**src/hdl/mexp_pkg.sv**
```systemverilog
// ----------------------------------------------------------------------------
// mexp_pkg
// shared widths and the reset modulus for the modular exponentiation block
// ----------------------------------------------------------------------------
`default_nettype none

package mexp_pkg;

    localparam int DEF_EXP_BITS = 32;
    localparam int DEF_MOD_BITS = 31;

    // fixed field widths of the ports
    localparam int BASE_W = 31;
    localparam int RES_W  = 31;
    localparam int CFG_W  = 31;

    localparam logic [CFG_W-1:0] RESET_MODULUS = 31'd998244353;

endpackage

`default_nettype wire

```
**src/hdl/mexp_if.sv**
```systemverilog
// ----------------------------------------------------------------------------
// mexp_op_if / mexp_res_if
// valid/ready channels for operand words and result words
// ----------------------------------------------------------------------------
`default_nettype none

interface mexp_op_if #(
    parameter int EXP_BITS = mexp_pkg::DEF_EXP_BITS
);
    logic                        valid;
    logic                        ready;
    logic [mexp_pkg::BASE_W-1:0] base_value;
    logic [EXP_BITS-1:0]         exponent;

    modport source (output valid, output base_value, output exponent, input ready);
    modport sink   (input valid, input base_value, input exponent, output ready);
endinterface

interface mexp_res_if;
    logic                       valid;
    logic                       ready;
    logic [mexp_pkg::RES_W-1:0] power_result;

    modport source (output valid, output power_result, input ready);
    modport sink   (input valid, input power_result, output ready);
endinterface

`default_nettype wire

```
**src/hdl/modular_exponentiation.sv**
```systemverilog
// ----------------------------------------------------------------------------
// modular_exponentiation
// base^exponent mod modulus by right-to-left square-and-multiply
// ----------------------------------------------------------------------------
// After acceptance the base is reduced, then each exponent bit gives a
// multiply when it is set and always a square; a modulus below two gives
// 0 and an exponent of zero gives 1. All modular products go through one
// shift-add multiplier that handles one multiplier bit per cycle, reducing
// as it goes, and the base is first reduced on the same unit. The block
// takes a new operand word only when idle, but a finished result may still
// wait in the output register while the next word is accepted. The modulus
// is written through i_cfg_we and i_cfg_wdata, keeping its low MOD_BITS
// bits; the user must write it only while no operation is in progress,
// which the block does not enforce.
// ----------------------------------------------------------------------------
`default_nettype none

module modular_exponentiation #(
    parameter int EXP_BITS = mexp_pkg::DEF_EXP_BITS,
    parameter int MOD_BITS = mexp_pkg::DEF_MOD_BITS
) (
    input  wire logic                       i_clk,
    input  wire logic                       i_rst_n,
    input  wire logic                       i_cfg_we,
    input  wire logic [mexp_pkg::CFG_W-1:0] i_cfg_wdata,
    mexp_op_if.sink                         i_op,
    mexp_res_if.source                      o_res
);

    localparam int BW  = mexp_pkg::BASE_W;
    localparam int RW  = mexp_pkg::RES_W;
    localparam int CW  = $clog2(BW);
    localparam int ECW = (EXP_BITS > 1) ? $clog2(EXP_BITS) : 1;
    localparam int TW  = MOD_BITS + 2;

    typedef enum logic [1:0] {S_IDLE, S_MUL, S_NEXT, S_FIN} t_state;
    typedef enum logic [1:0] {OP_RED, OP_MUL, OP_SQR} t_op;

    t_state              r_state;
    t_op                 r_op;
    logic [MOD_BITS-1:0] r_mod;
    logic [MOD_BITS-1:0] r_acc;
    logic [MOD_BITS-1:0] r_sq;
    logic [EXP_BITS-1:0] r_exp;
    logic [ECW-1:0]      r_ecnt;
    logic [MOD_BITS-1:0] r_mm_a;
    logic [BW-1:0]       r_mm_b;
    logic [MOD_BITS-1:0] r_mm_r;
    logic [CW-1:0]       r_mm_cnt;
    logic                r_out_valid;
    logic [RW-1:0]       r_res;

    logic [CW-1:0]       mm_last;
    logic [TW-1:0]       mm_t;
    logic [TW-1:0]       mm_m1;
    logic [TW-1:0]       mm_m2;
    logic [MOD_BITS-1:0] n_mm_r;
    logic [BW-1:0]       sq_aligned;

    // shared multiplier step: r = (2r + bit*a) mod m, with 2r + a below 3m
    always_comb begin
        mm_m1  = {2'b00, r_mod};
        mm_m2  = {1'b0, r_mod, 1'b0};
        mm_t   = {1'b0, r_mm_r, 1'b0} + (r_mm_b[BW-1] ? {2'b00, r_mm_a} : '0);
        n_mm_r = r_mm_r;
        priority if (mm_t >= mm_m2) begin
            n_mm_r = MOD_BITS'(mm_t - mm_m2);
        end else if (mm_t >= mm_m1) begin
            n_mm_r = MOD_BITS'(mm_t - mm_m1);
        end else begin
            n_mm_r = MOD_BITS'(mm_t);
        end
    end

    assign mm_last    = (r_op == OP_RED) ? CW'(BW - 1) : CW'(MOD_BITS - 1);
    assign sq_aligned = BW'(r_sq) << (BW - MOD_BITS);

    assign i_op.ready         = (r_state == S_IDLE);
    assign o_res.valid        = r_out_valid;
    assign o_res.power_result = r_res;

    always_ff @(posedge i_clk) begin
        if (!i_rst_n) begin
            r_state     <= S_IDLE;
            r_out_valid <= 1'b0;
            r_mod       <= mexp_pkg::RESET_MODULUS[MOD_BITS-1:0];
        end else begin
            if (i_cfg_we) begin
                r_mod <= i_cfg_wdata[MOD_BITS-1:0];
            end
            if (r_out_valid && o_res.ready) begin
                r_out_valid <= 1'b0;
            end
            unique case (r_state)
                S_IDLE: begin
                    if (i_op.valid) begin
                        r_exp  <= i_op.exponent;
                        r_ecnt <= '0;
                        if (r_mod < MOD_BITS'(2)) begin
                            r_acc   <= '0;
                            r_state <= S_FIN;
                        end else begin
                            // reduce the base first as 1 * base mod m
                            r_acc    <= MOD_BITS'(1);
                            r_op     <= OP_RED;
                            r_mm_a   <= MOD_BITS'(1);
                            r_mm_b   <= i_op.base_value;
                            r_mm_r   <= '0;
                            r_mm_cnt <= '0;
                            r_state  <= S_MUL;
                        end
                    end
                end
                S_MUL: begin
                    r_mm_r   <= n_mm_r;
                    r_mm_b   <= r_mm_b << 1;
                    r_mm_cnt <= r_mm_cnt + CW'(1);
                    if (r_mm_cnt == mm_last) begin
                        r_mm_r   <= '0;
                        r_mm_cnt <= '0;
                        unique case (r_op)
                            OP_RED: begin
                                r_sq    <= n_mm_r;
                                r_state <= S_NEXT;
                            end
                            OP_MUL: begin
                                r_acc  <= n_mm_r;
                                r_op   <= OP_SQR;
                                r_mm_a <= r_sq;
                                r_mm_b <= sq_aligned;
                            end
                            OP_SQR: begin
                                r_sq <= n_mm_r;
                                if (r_ecnt == ECW'(EXP_BITS - 1)) begin
                                    r_state <= S_FIN;
                                end else begin
                                    r_ecnt  <= r_ecnt + ECW'(1);
                                    r_exp   <= r_exp >> 1;
                                    r_state <= S_NEXT;
                                end
                            end
                            default: r_state <= S_IDLE;
                        endcase
                    end
                end
                S_NEXT: begin
                    r_mm_b  <= sq_aligned;
                    r_state <= S_MUL;
                    if (r_exp[0]) begin
                        r_op   <= OP_MUL;
                        r_mm_a <= r_acc;
                    end else begin
                        r_op   <= OP_SQR;
                        r_mm_a <= r_sq;
                    end
                end
                S_FIN: begin
                    // wait for the previous word to leave the output register
                    if (!r_out_valid || o_res.ready) begin
                        r_res       <= RW'(r_acc);
                        r_out_valid <= 1'b1;
                        r_state     <= S_IDLE;
                    end
                end
                default: r_state <= S_IDLE;
            endcase
        end
    end

    a_partial_below_mod: assert property (@(posedge i_clk) disable iff (!i_rst_n)
        (r_state == S_MUL) |-> (r_mm_r < r_mod))
        else $error("partial product not reduced below modulus");

    a_result_reduced: assert property (@(posedge i_clk) disable iff (!i_rst_n)
        (o_res.valid && (r_mod >= MOD_BITS'(2))) |-> (o_res.power_result < RW'(r_mod)))
        else $error("result not below modulus");

    a_small_mod_zero: assert property (@(posedge i_clk) disable iff (!i_rst_n)
        (o_res.valid && (r_mod < MOD_BITS'(2))) |-> (o_res.power_result == '0))
        else $error("modulus below two must give zero");

    a_ecnt_range: assert property (@(posedge i_clk) disable iff (!i_rst_n)
        (r_state == S_NEXT) |-> (r_ecnt <= ECW'(EXP_BITS - 1)))
        else $error("exponent bit counter out of range");

    a_accept_loads_unit: assert property (@(posedge i_clk) disable iff (!i_rst_n)
        (i_op.valid && i_op.ready && (r_mod >= MOD_BITS'(2)))
            |=> (r_state == S_MUL && r_op == OP_RED && r_mm_cnt == '0))
        else $error("accepted word did not start base reduction");

endmodule

`default_nettype wire
```
**src/flat_wrapper.sv**
```systemverilog
// flat-port wrapper written by rule: the top's interface ports become plain ports
module modular_exponentiation_flat 
#(
    parameter int EXP_BITS = mexp_pkg::DEF_EXP_BITS,
    parameter int MOD_BITS = mexp_pkg::DEF_MOD_BITS
)
  (i_clk, i_rst_n, i_cfg_we, i_cfg_wdata, i_op_valid, i_op_base_value, i_op_exponent, i_op_ready, o_res_valid, o_res_power_result, o_res_ready);
  mexp_op_if #(.EXP_BITS(EXP_BITS)) i_op_i ();
  mexp_res_if o_res_i ();
  input  wire logic i_clk;
  input  wire logic i_rst_n;
  input  wire logic i_cfg_we;
  input  wire logic [mexp_pkg::CFG_W-1:0] i_cfg_wdata;
  input wire logic [$bits(i_op_i.valid)-1:0] i_op_valid;
  input wire logic [$bits(i_op_i.base_value)-1:0] i_op_base_value;
  input wire logic [$bits(i_op_i.exponent)-1:0] i_op_exponent;
  output wire logic [$bits(i_op_i.ready)-1:0] i_op_ready;
  output wire logic [$bits(o_res_i.valid)-1:0] o_res_valid;
  output wire logic [$bits(o_res_i.power_result)-1:0] o_res_power_result;
  input wire logic [$bits(o_res_i.ready)-1:0] o_res_ready;
  assign i_op_i.valid = i_op_valid;
  assign i_op_i.base_value = i_op_base_value;
  assign i_op_i.exponent = i_op_exponent;
  assign i_op_ready = i_op_i.ready;
  assign o_res_valid = o_res_i.valid;
  assign o_res_power_result = o_res_i.power_result;
  assign o_res_i.ready = o_res_ready;
  modular_exponentiation #(.EXP_BITS(EXP_BITS), .MOD_BITS(MOD_BITS)) u_core (.i_clk(i_clk), .i_rst_n(i_rst_n), .i_cfg_we(i_cfg_we), .i_cfg_wdata(i_cfg_wdata), .i_op(i_op_i), .o_res(o_res_i));
endmodule
```
**config.mk**
```make
export PLATFORM = sky130hd
export DESIGN_NAME = modular_exponentiation_flat
export DESIGN_NICKNAME = d
export VERILOG_FILES = /design/src/hdl/mexp_pkg.sv /design/src/hdl/mexp_if.sv /design/src/hdl/modular_exponentiation.sv /design/src/flat_wrapper.sv
export SDC_FILE = /design/constraint.sdc
export NUM_CORES = 1
export LEC_CHECK = 0
export BUFFER_PORTS_ARGS = -buffer_cell sky130_fd_sc_hd__buf_2
export CORE_ASPECT_RATIO = 0.6
export CORE_UTILIZATION = 54
export DETAILED_ROUTE_END_ITERATION = 6
export MAX_ROUTING_LAYER = met4
export PLACE_DENSITY = 0.79
export SKIP_LAST_GASP = 1
export SYNTH_ARGS = -nofsm -noshare
export SYNTH_HDL_FRONTEND = slang
export SYNTH_SLANG_ARGS = --single-unit
```
**constraint.sdc**
```tcl
create_clock -name i_clk -period 14.9 [get_ports i_clk]
set_clock_uncertainty 0.05 [all_clocks]
set_input_delay 2.235 -clock i_clk [delete_from_list [all_inputs] [get_ports i_clk]]
set_output_delay 2.235 -clock i_clk [all_outputs]
set_load 0.03 [all_outputs]
```
# After elaboration in Yosys (flattened, before gate mapping)
# Index checks and enable logic that the tools add are counted.
[op_classes] add_sub_neg=5 n_lt_le_gt_ge=3 n_eq_ne=15 n_mux=53 reduce_logical=16
[op_table] op="$mux 31" count=18
[op_table] op="$pmux 31 s3" count=2
[op_table] op="$mux 32" count=4
[op_table] op="$pmux 31 s2" count=2
[op_table] op="$pmux 32 s2" count=1
[op_table] op="$sub 31x31->31" count=2
[op_table] op="$mux 5" count=7
[op_table] op="$add 32x31->33" count=1
[op_table] op="$ge 33x31->1" count=1
[op_table] op="$ge 33x32->1" count=1
[op_table] op="$lt 31x2->1 const B" count=1
[op_table] op="$pmux 5 s2" count=2
[op_table] op="$mux 2" count=9
[op_table] op="$reduce_and 4->1" count=4
[op_table] op="$pmux 2 s3" count=2
[op_table] op="$reduce_and 6->1" count=2
[op_table] op="$add 5x1->5 const B" count=2
[op_table] op="$eq 5x5->1 const B" count=2
[op_table] op="$ne 2x2->1 const B" count=5
[op_table] op="$pmux 2 s4" count=1
[op_table] op="$eq 2x2->1 const B" count=3
[op_table] op="$ne 2x1->1 const B" count=3
[op_table] op="$mux 1" count=5
[op_table] op="$reduce_and 5->1" count=1
[op_table] op="other kinds (9)" count=11
[totals] reg_bits=264 inputBits=99 output_inout_bits=33

# Logic depth before layout (Yosys ltp)
[logic_depth] depth_word=8 ltp_mapped=25 depth_no_buf=21

# Worst setup path after synthesis
# OpenSTA, ideal clock, no wires.
[synth_path] path_type="in2reg" startpoint="in i_rst_n" endpoint="reg u_core.r_sq[0], enable pin" arrival_ns=5.825 required_time_ns=14.353 setup_slack_ns=8.529 cell_stages=4 n_path_buf=2 cell_sequence="clkbuf_1 > inv_1 > clkbuf_1 > nor4_1"
[synth_between] elab_chain_len=1
[synth_rtl] element="from (decl)" line="flat_wrapper.sv:11" rtl="input wire logic i_rst_n;"
[synth_rtl] element="$reduce_and 4->1 (no source line)"
[synth_rtl] element="to (signal assigned)" line="modular_exponentiation.sv:123" rtl="r_sq <= n_mm_r;"
[synth_rtl] element="to (signal assigned)" line="modular_exponentiation.sv:133" rtl="r_sq <= n_mm_r;"
[synth_rtl] element="to (decl)" line="modular_exponentiation.sv:43" rtl="logic [MOD_BITS-1:0] r_sq;"
# No other way between the ends.
# A chain may end at the register's enable or synchronous reset.

# Worst setup path in the final report
[layout_path] startpoint="reg u_core.r_mm_b[30]" endpoint="reg u_core.r_mm_r[28], data pin"
[layout_between] elab_chain_len=7
[layout_rtl] element="from (decl)" line="modular_exponentiation.sv:47" rtl="logic [BW-1:0] r_mm_b;"
[layout_rtl] element="from (signal assigned)" line="modular_exponentiation.sv:107" rtl="r_mm_b <= i_op.base_value;"
[layout_rtl] element="from (signal assigned)" line="modular_exponentiation.sv:116" rtl="r_mm_b <= r_mm_b << 1;"
[layout_rtl] element="from (signal assigned)" line="modular_exponentiation.sv:130" rtl="r_mm_b <= sq_aligned;"
[layout_rtl] element="$mux 31 *" line="modular_exponentiation.sv:64" rtl="mm_t = {1'b0, r_mm_r, 1'b0} + (r_mm_b[BW-1] ? {2'b00, r_mm_a} : '0);"
[layout_rtl] element="$add 32x31->33 *" line="modular_exponentiation.sv:64"
[layout_rtl] element="$sub 31x31->31 / $ge 33x31->1 (equally long branches)" line="modular_exponentiation.sv:69, modular_exponentiation.sv:68"
[layout_rtl] element="$mux 31" line="modular_exponentiation.sv:68" rtl="end else if (mm_t >= mm_m1) begin"
[layout_rtl] element="$mux 31 *" line="modular_exponentiation.sv:66" rtl="priority if (mm_t >= mm_m2) begin"
[layout_rtl] element="$mux 31 *" line="modular_exponentiation.sv:118" rtl="if (r_mm_cnt == mm_last) begin"
[layout_rtl] element="$pmux 31 s2 *" line="modular_exponentiation.sv:94" rtl="unique case (r_state)"
[layout_rtl] element="to (signal assigned)" line="modular_exponentiation.sv:115" rtl="r_mm_r <= n_mm_r;"
[layout_rtl] element="to (decl)" line="modular_exponentiation.sv:48" rtl="logic [MOD_BITS-1:0] r_mm_r;"
# Every way passes the cells marked *; elsewhere a longest branch is shown, timed or not.

==> key figures <==
Setup path
  – Highest-delay cell along the critical path: edfxtp_1
  – R2R Path Start: u_core.r_mm_b[30]
  – Critical path depth: 21
  – WP data arrival: 8.31 ns
  – FF-to-FF path depth: 21
  – Critical Path Start: u_core.r_mm_b[30]
  – Critical path, cell by cell: and2_1, ha_1, inv_1, fa_1, nor2b_1, o211ai_1, a21oi_1, o211a_1, o311a_1, nor4b_1, nor3_1, ha_1, nand4_1, nor2b_1, a21boi_0, o211ai_1, nand3b_1, a21o_1, buf_4, mux2_2, o211a_1
  – Critical path class: reg2reg
  – Setup crit end kind: flop
  – CP delay by family, top: compound AO/OA/AOI/OAI gates
  – WP buf/inv: 2
  – Critical Path Max Stage Delay: 0.99 ns
  – FF-to-FF End: u_core.r_mm_r[28]
  – WP data required: roughly 15 ns
  – Startpoint types: flop
  – Critical Path Fanout Max: 31
  – Worst setup path endpoint: u_core.r_mm_r[28]
  – FF-to-FF setup slack: 6.85 ns

Placement
  – Routability cong.: 1.05
  – # port buffers: 131
  – Post-DP HPWL: 36500 um

Yosys
  – Async SR Flop Fraction: 0
  – Synth Net Count: 1813
  – Sequential share of the synthesized area: 0.461
  – Synth area leader: edfxtp_1
  – Cells after synthesis: 1611
  – #FFs+latches synth: 264
  – Syn Std Cell Area: about 16000 um^2
  – Most common cell in the netlist: edfxtp_1
  – Avg Cell Area, Syn: 10.2 um^2
  – Most frequent cells after synthesis: 230 x edfxtp_1, 163 x nor2_1, 131 x a21oi_1, 100 x ha_1, 81 x nand2_1
  – Top post-synthesis cells by area: edfxtp_1 42%, ha_1 7.6%, dfxtp_1 4.1%
  – Synth top area share: 0.420
  – Synth cell types: 73
  – Most used DFF post-synth: edfxtp_1
  – Ys Warns: 0
  – Post-synth EDFFs: 230

Clock tree
  – Worst skew pair latency: 0.56 ns
  – Post_cts resized: 0
  – Longest Clk Path Bufs: 3
  – TritonCTS clock tree: built
  – Worst-path clk slew: 0.07 ns
  – Clock sinks: about 260
  – Post-CTS Hold Buffers: 0
  – CTS root buffer: clkbuf_16
  – Postcts setup bufs: 0
  – CTS Buf Count: 26
  – CTS H-Tree Depth: 1

Cells and area
  – Number of antenna diodes: 0
  – Area growth syn-to-layout: 12.0%
  – Fin nets: 1910
  – Fraction of layout cells with a size suffix above 1: 0.155

Global routing
  – Initial antenna violation count: 0
  – Tot GR Track Use: 0.323
  – Pin count of the biggest net entering global routing: 67
  – GRT Residual Overflow: 0
  – Global-route wire length before repair: 73900 um
  – Vias in the first global route: 12.6k

Detailed routing
  – Drt total wl: 48600 um
  – Vias per inst: 6.30
  – Vias: 13.5k
  – Drt drc: 0
  – Final ANT Viol Nets: 0
  – DR iter-0 viols: 1427
  – Drt first pass iters: 5
  – Routed len/inst: 22.8 um

STA
  – Final Setup Violations: 0
  – Fmax: 0.124 GHz
  – Setup TNS: 0 ns
  – Max-slew headroom: 0.0640
  – Worst-Margin Slew: between 1 and 1.5 ns
  – Crit path time final: 8.05 ns
  – Max Slew Vio Count: 0
  – Final hold violation count: 0
  – Fin crit share: 0.540
  – RSZ-0062 raised after global routing: false

Die
  – Die Y-Extent: 137 um
  – Number of core rows: 49
  – Die area: 31200 um^2
  – Ports: 132
  – Initial Util: 0.549
  – Die Wd: 227 um
  – Core area: 30000 um^2

Run status
  – Status: finished clean

Flow run
  – Number of max-cap violations: 0

Hold path
  – Hold crit path type: reg2reg
## logic make-up (layout without fill, tap and decap cells)
group | count (synthesis) | in the layout | synth area share
DFF | 264 | 264 | 0.461
AOI/OAI and AO/OA | 464 | 464 | 0.194
muxes | 74 | 74 | 0.0477
adders and majority gates | 103 | 103 | 0.0797
xor gates and xnor gates | 74 | 74 | 0.0394
buffers and inverters | 151 | 268 | 0.0372
and+or+nand+nor | 481 | 481 | 0.141
## registers in the layout (all words and copies together) (netlist names)
signal	flops
u_core.r_op	2
u_core.r_mm_a	31
u_core.r_sq	31
u_core.r_mm_cnt	5
u_core.r_acc	31
u_core.r_ecnt	5
u_core.r_exp	32
u_core.r_mod	31
u_core.r_state	2
u_core.o_res.valid	1
u_core.r_mm_r	31
u_core.r_mm_b	31
u_core.o_res.power_result	31
## how the worst min path moves through the flow
stage,from,to,slack [ns],cells past startpoint
after floorplan,u_core.r_acc[0],u_core.o_res.power_result[0],0.37,0
after global placement,u_core.r_acc[26],u_core.o_res.power_result[26],0.40,0
after detailed placement,u_core.r_acc[1],u_core.o_res.power_result[1],0.40,0
after CTS,u_core.r_acc[26],u_core.o_res.power_result[26],0.41,0
after global routing,u_core.r_acc[26],u_core.o_res.power_result[26],0.42,0
final,u_core.r_acc[19],u_core.o_res.power_result[19],0.41,0
## layer usage
metal	vias to the layer above	track usage	wire (um)
li1	6285	-	-
met1	6532	0.468	22400
met2	569	0.470	20900
met3	74	0.0569	4120
met4	0	0.0790	1190
met5	-	-	0
## cell type report
cell class	count	area (um^2)
fillers	2466	11500
multi-input cells	1196	8330
flip-flops and latches	264	7590
repair buffers	148	783
clock buffers	27	676
well taps	408	510
clock inverters	21	279
inverters	72	270
## placed cells by master (no fill, tap or decap), types with 6 or more instances in the layout
| cell | count |
|---|---|
| a22oi_1 | 33 |
| a21boi_0 | 6 |
| o21ai_0 | 54 |
| dfxtp_1 | 34 |
| bufinv_16 | 6 |
| xor2_1 | 37 |
| o211ai_1 | 21 |
| nor3_1 | 50 |
| edfxtp_1 | 230 |
| mux2_2 | 35 |
| a311oi_1 | 9 |
| nor2b_1 | 11 |
| nand2_1 | 81 |
| inv_1 | 71 |
| a21oi_1 | 128 |
| nand4_1 | 26 |
| buf_2 | 131 |
| a31oi_1 | 17 |
| and2_1 | 39 |
| a21o_1 | 32 |
| a22o_1 | 30 |
| mux2i_1 | 39 |
| or3_1 | 7 |
| nor2_1 | 159 |
| o21bai_1 | 11 |
| nand3_1 | 43 |
| a211oi_2 | 13 |
| xnor2_1 | 37 |
| nand2b_1 | 15 |
| o211a_1 | 6 |
| and3_1 | 10 |
| o21ai_1 | 6 |
| ha_1 | 98 |
| o21a_1 | 10 |
| a211oi_1 | 40 |
| clkbuf_16 | 27 |
| nor4_1 | 12 |
| buf_4 | 17 |
## metrics by stage
step / worst slack, ns / hold slack, ns / utilization / instances / instance area, um^2
finish: 6.85 / 0.410 / 0.615 / 2136 / 18400
global route: 6.54 / 0.418 / 0.615 / 2136 / 18400
CTS: 7.16 / 0.411 / 0.615 / 2136 / 18400
detailed placement: 7.20 / 0.395 / 0.583 / 2088 / 17500
global placement: 7.26 / 0.398 / 0.583 / 2088 / 17500
floorplan: 8.53 / 0.370 / - / 1611 / 16500
Power is left out: the tool's default activity adds up to more than one toggle a clock period on the data nets, which glitch-free logic cannot reach.
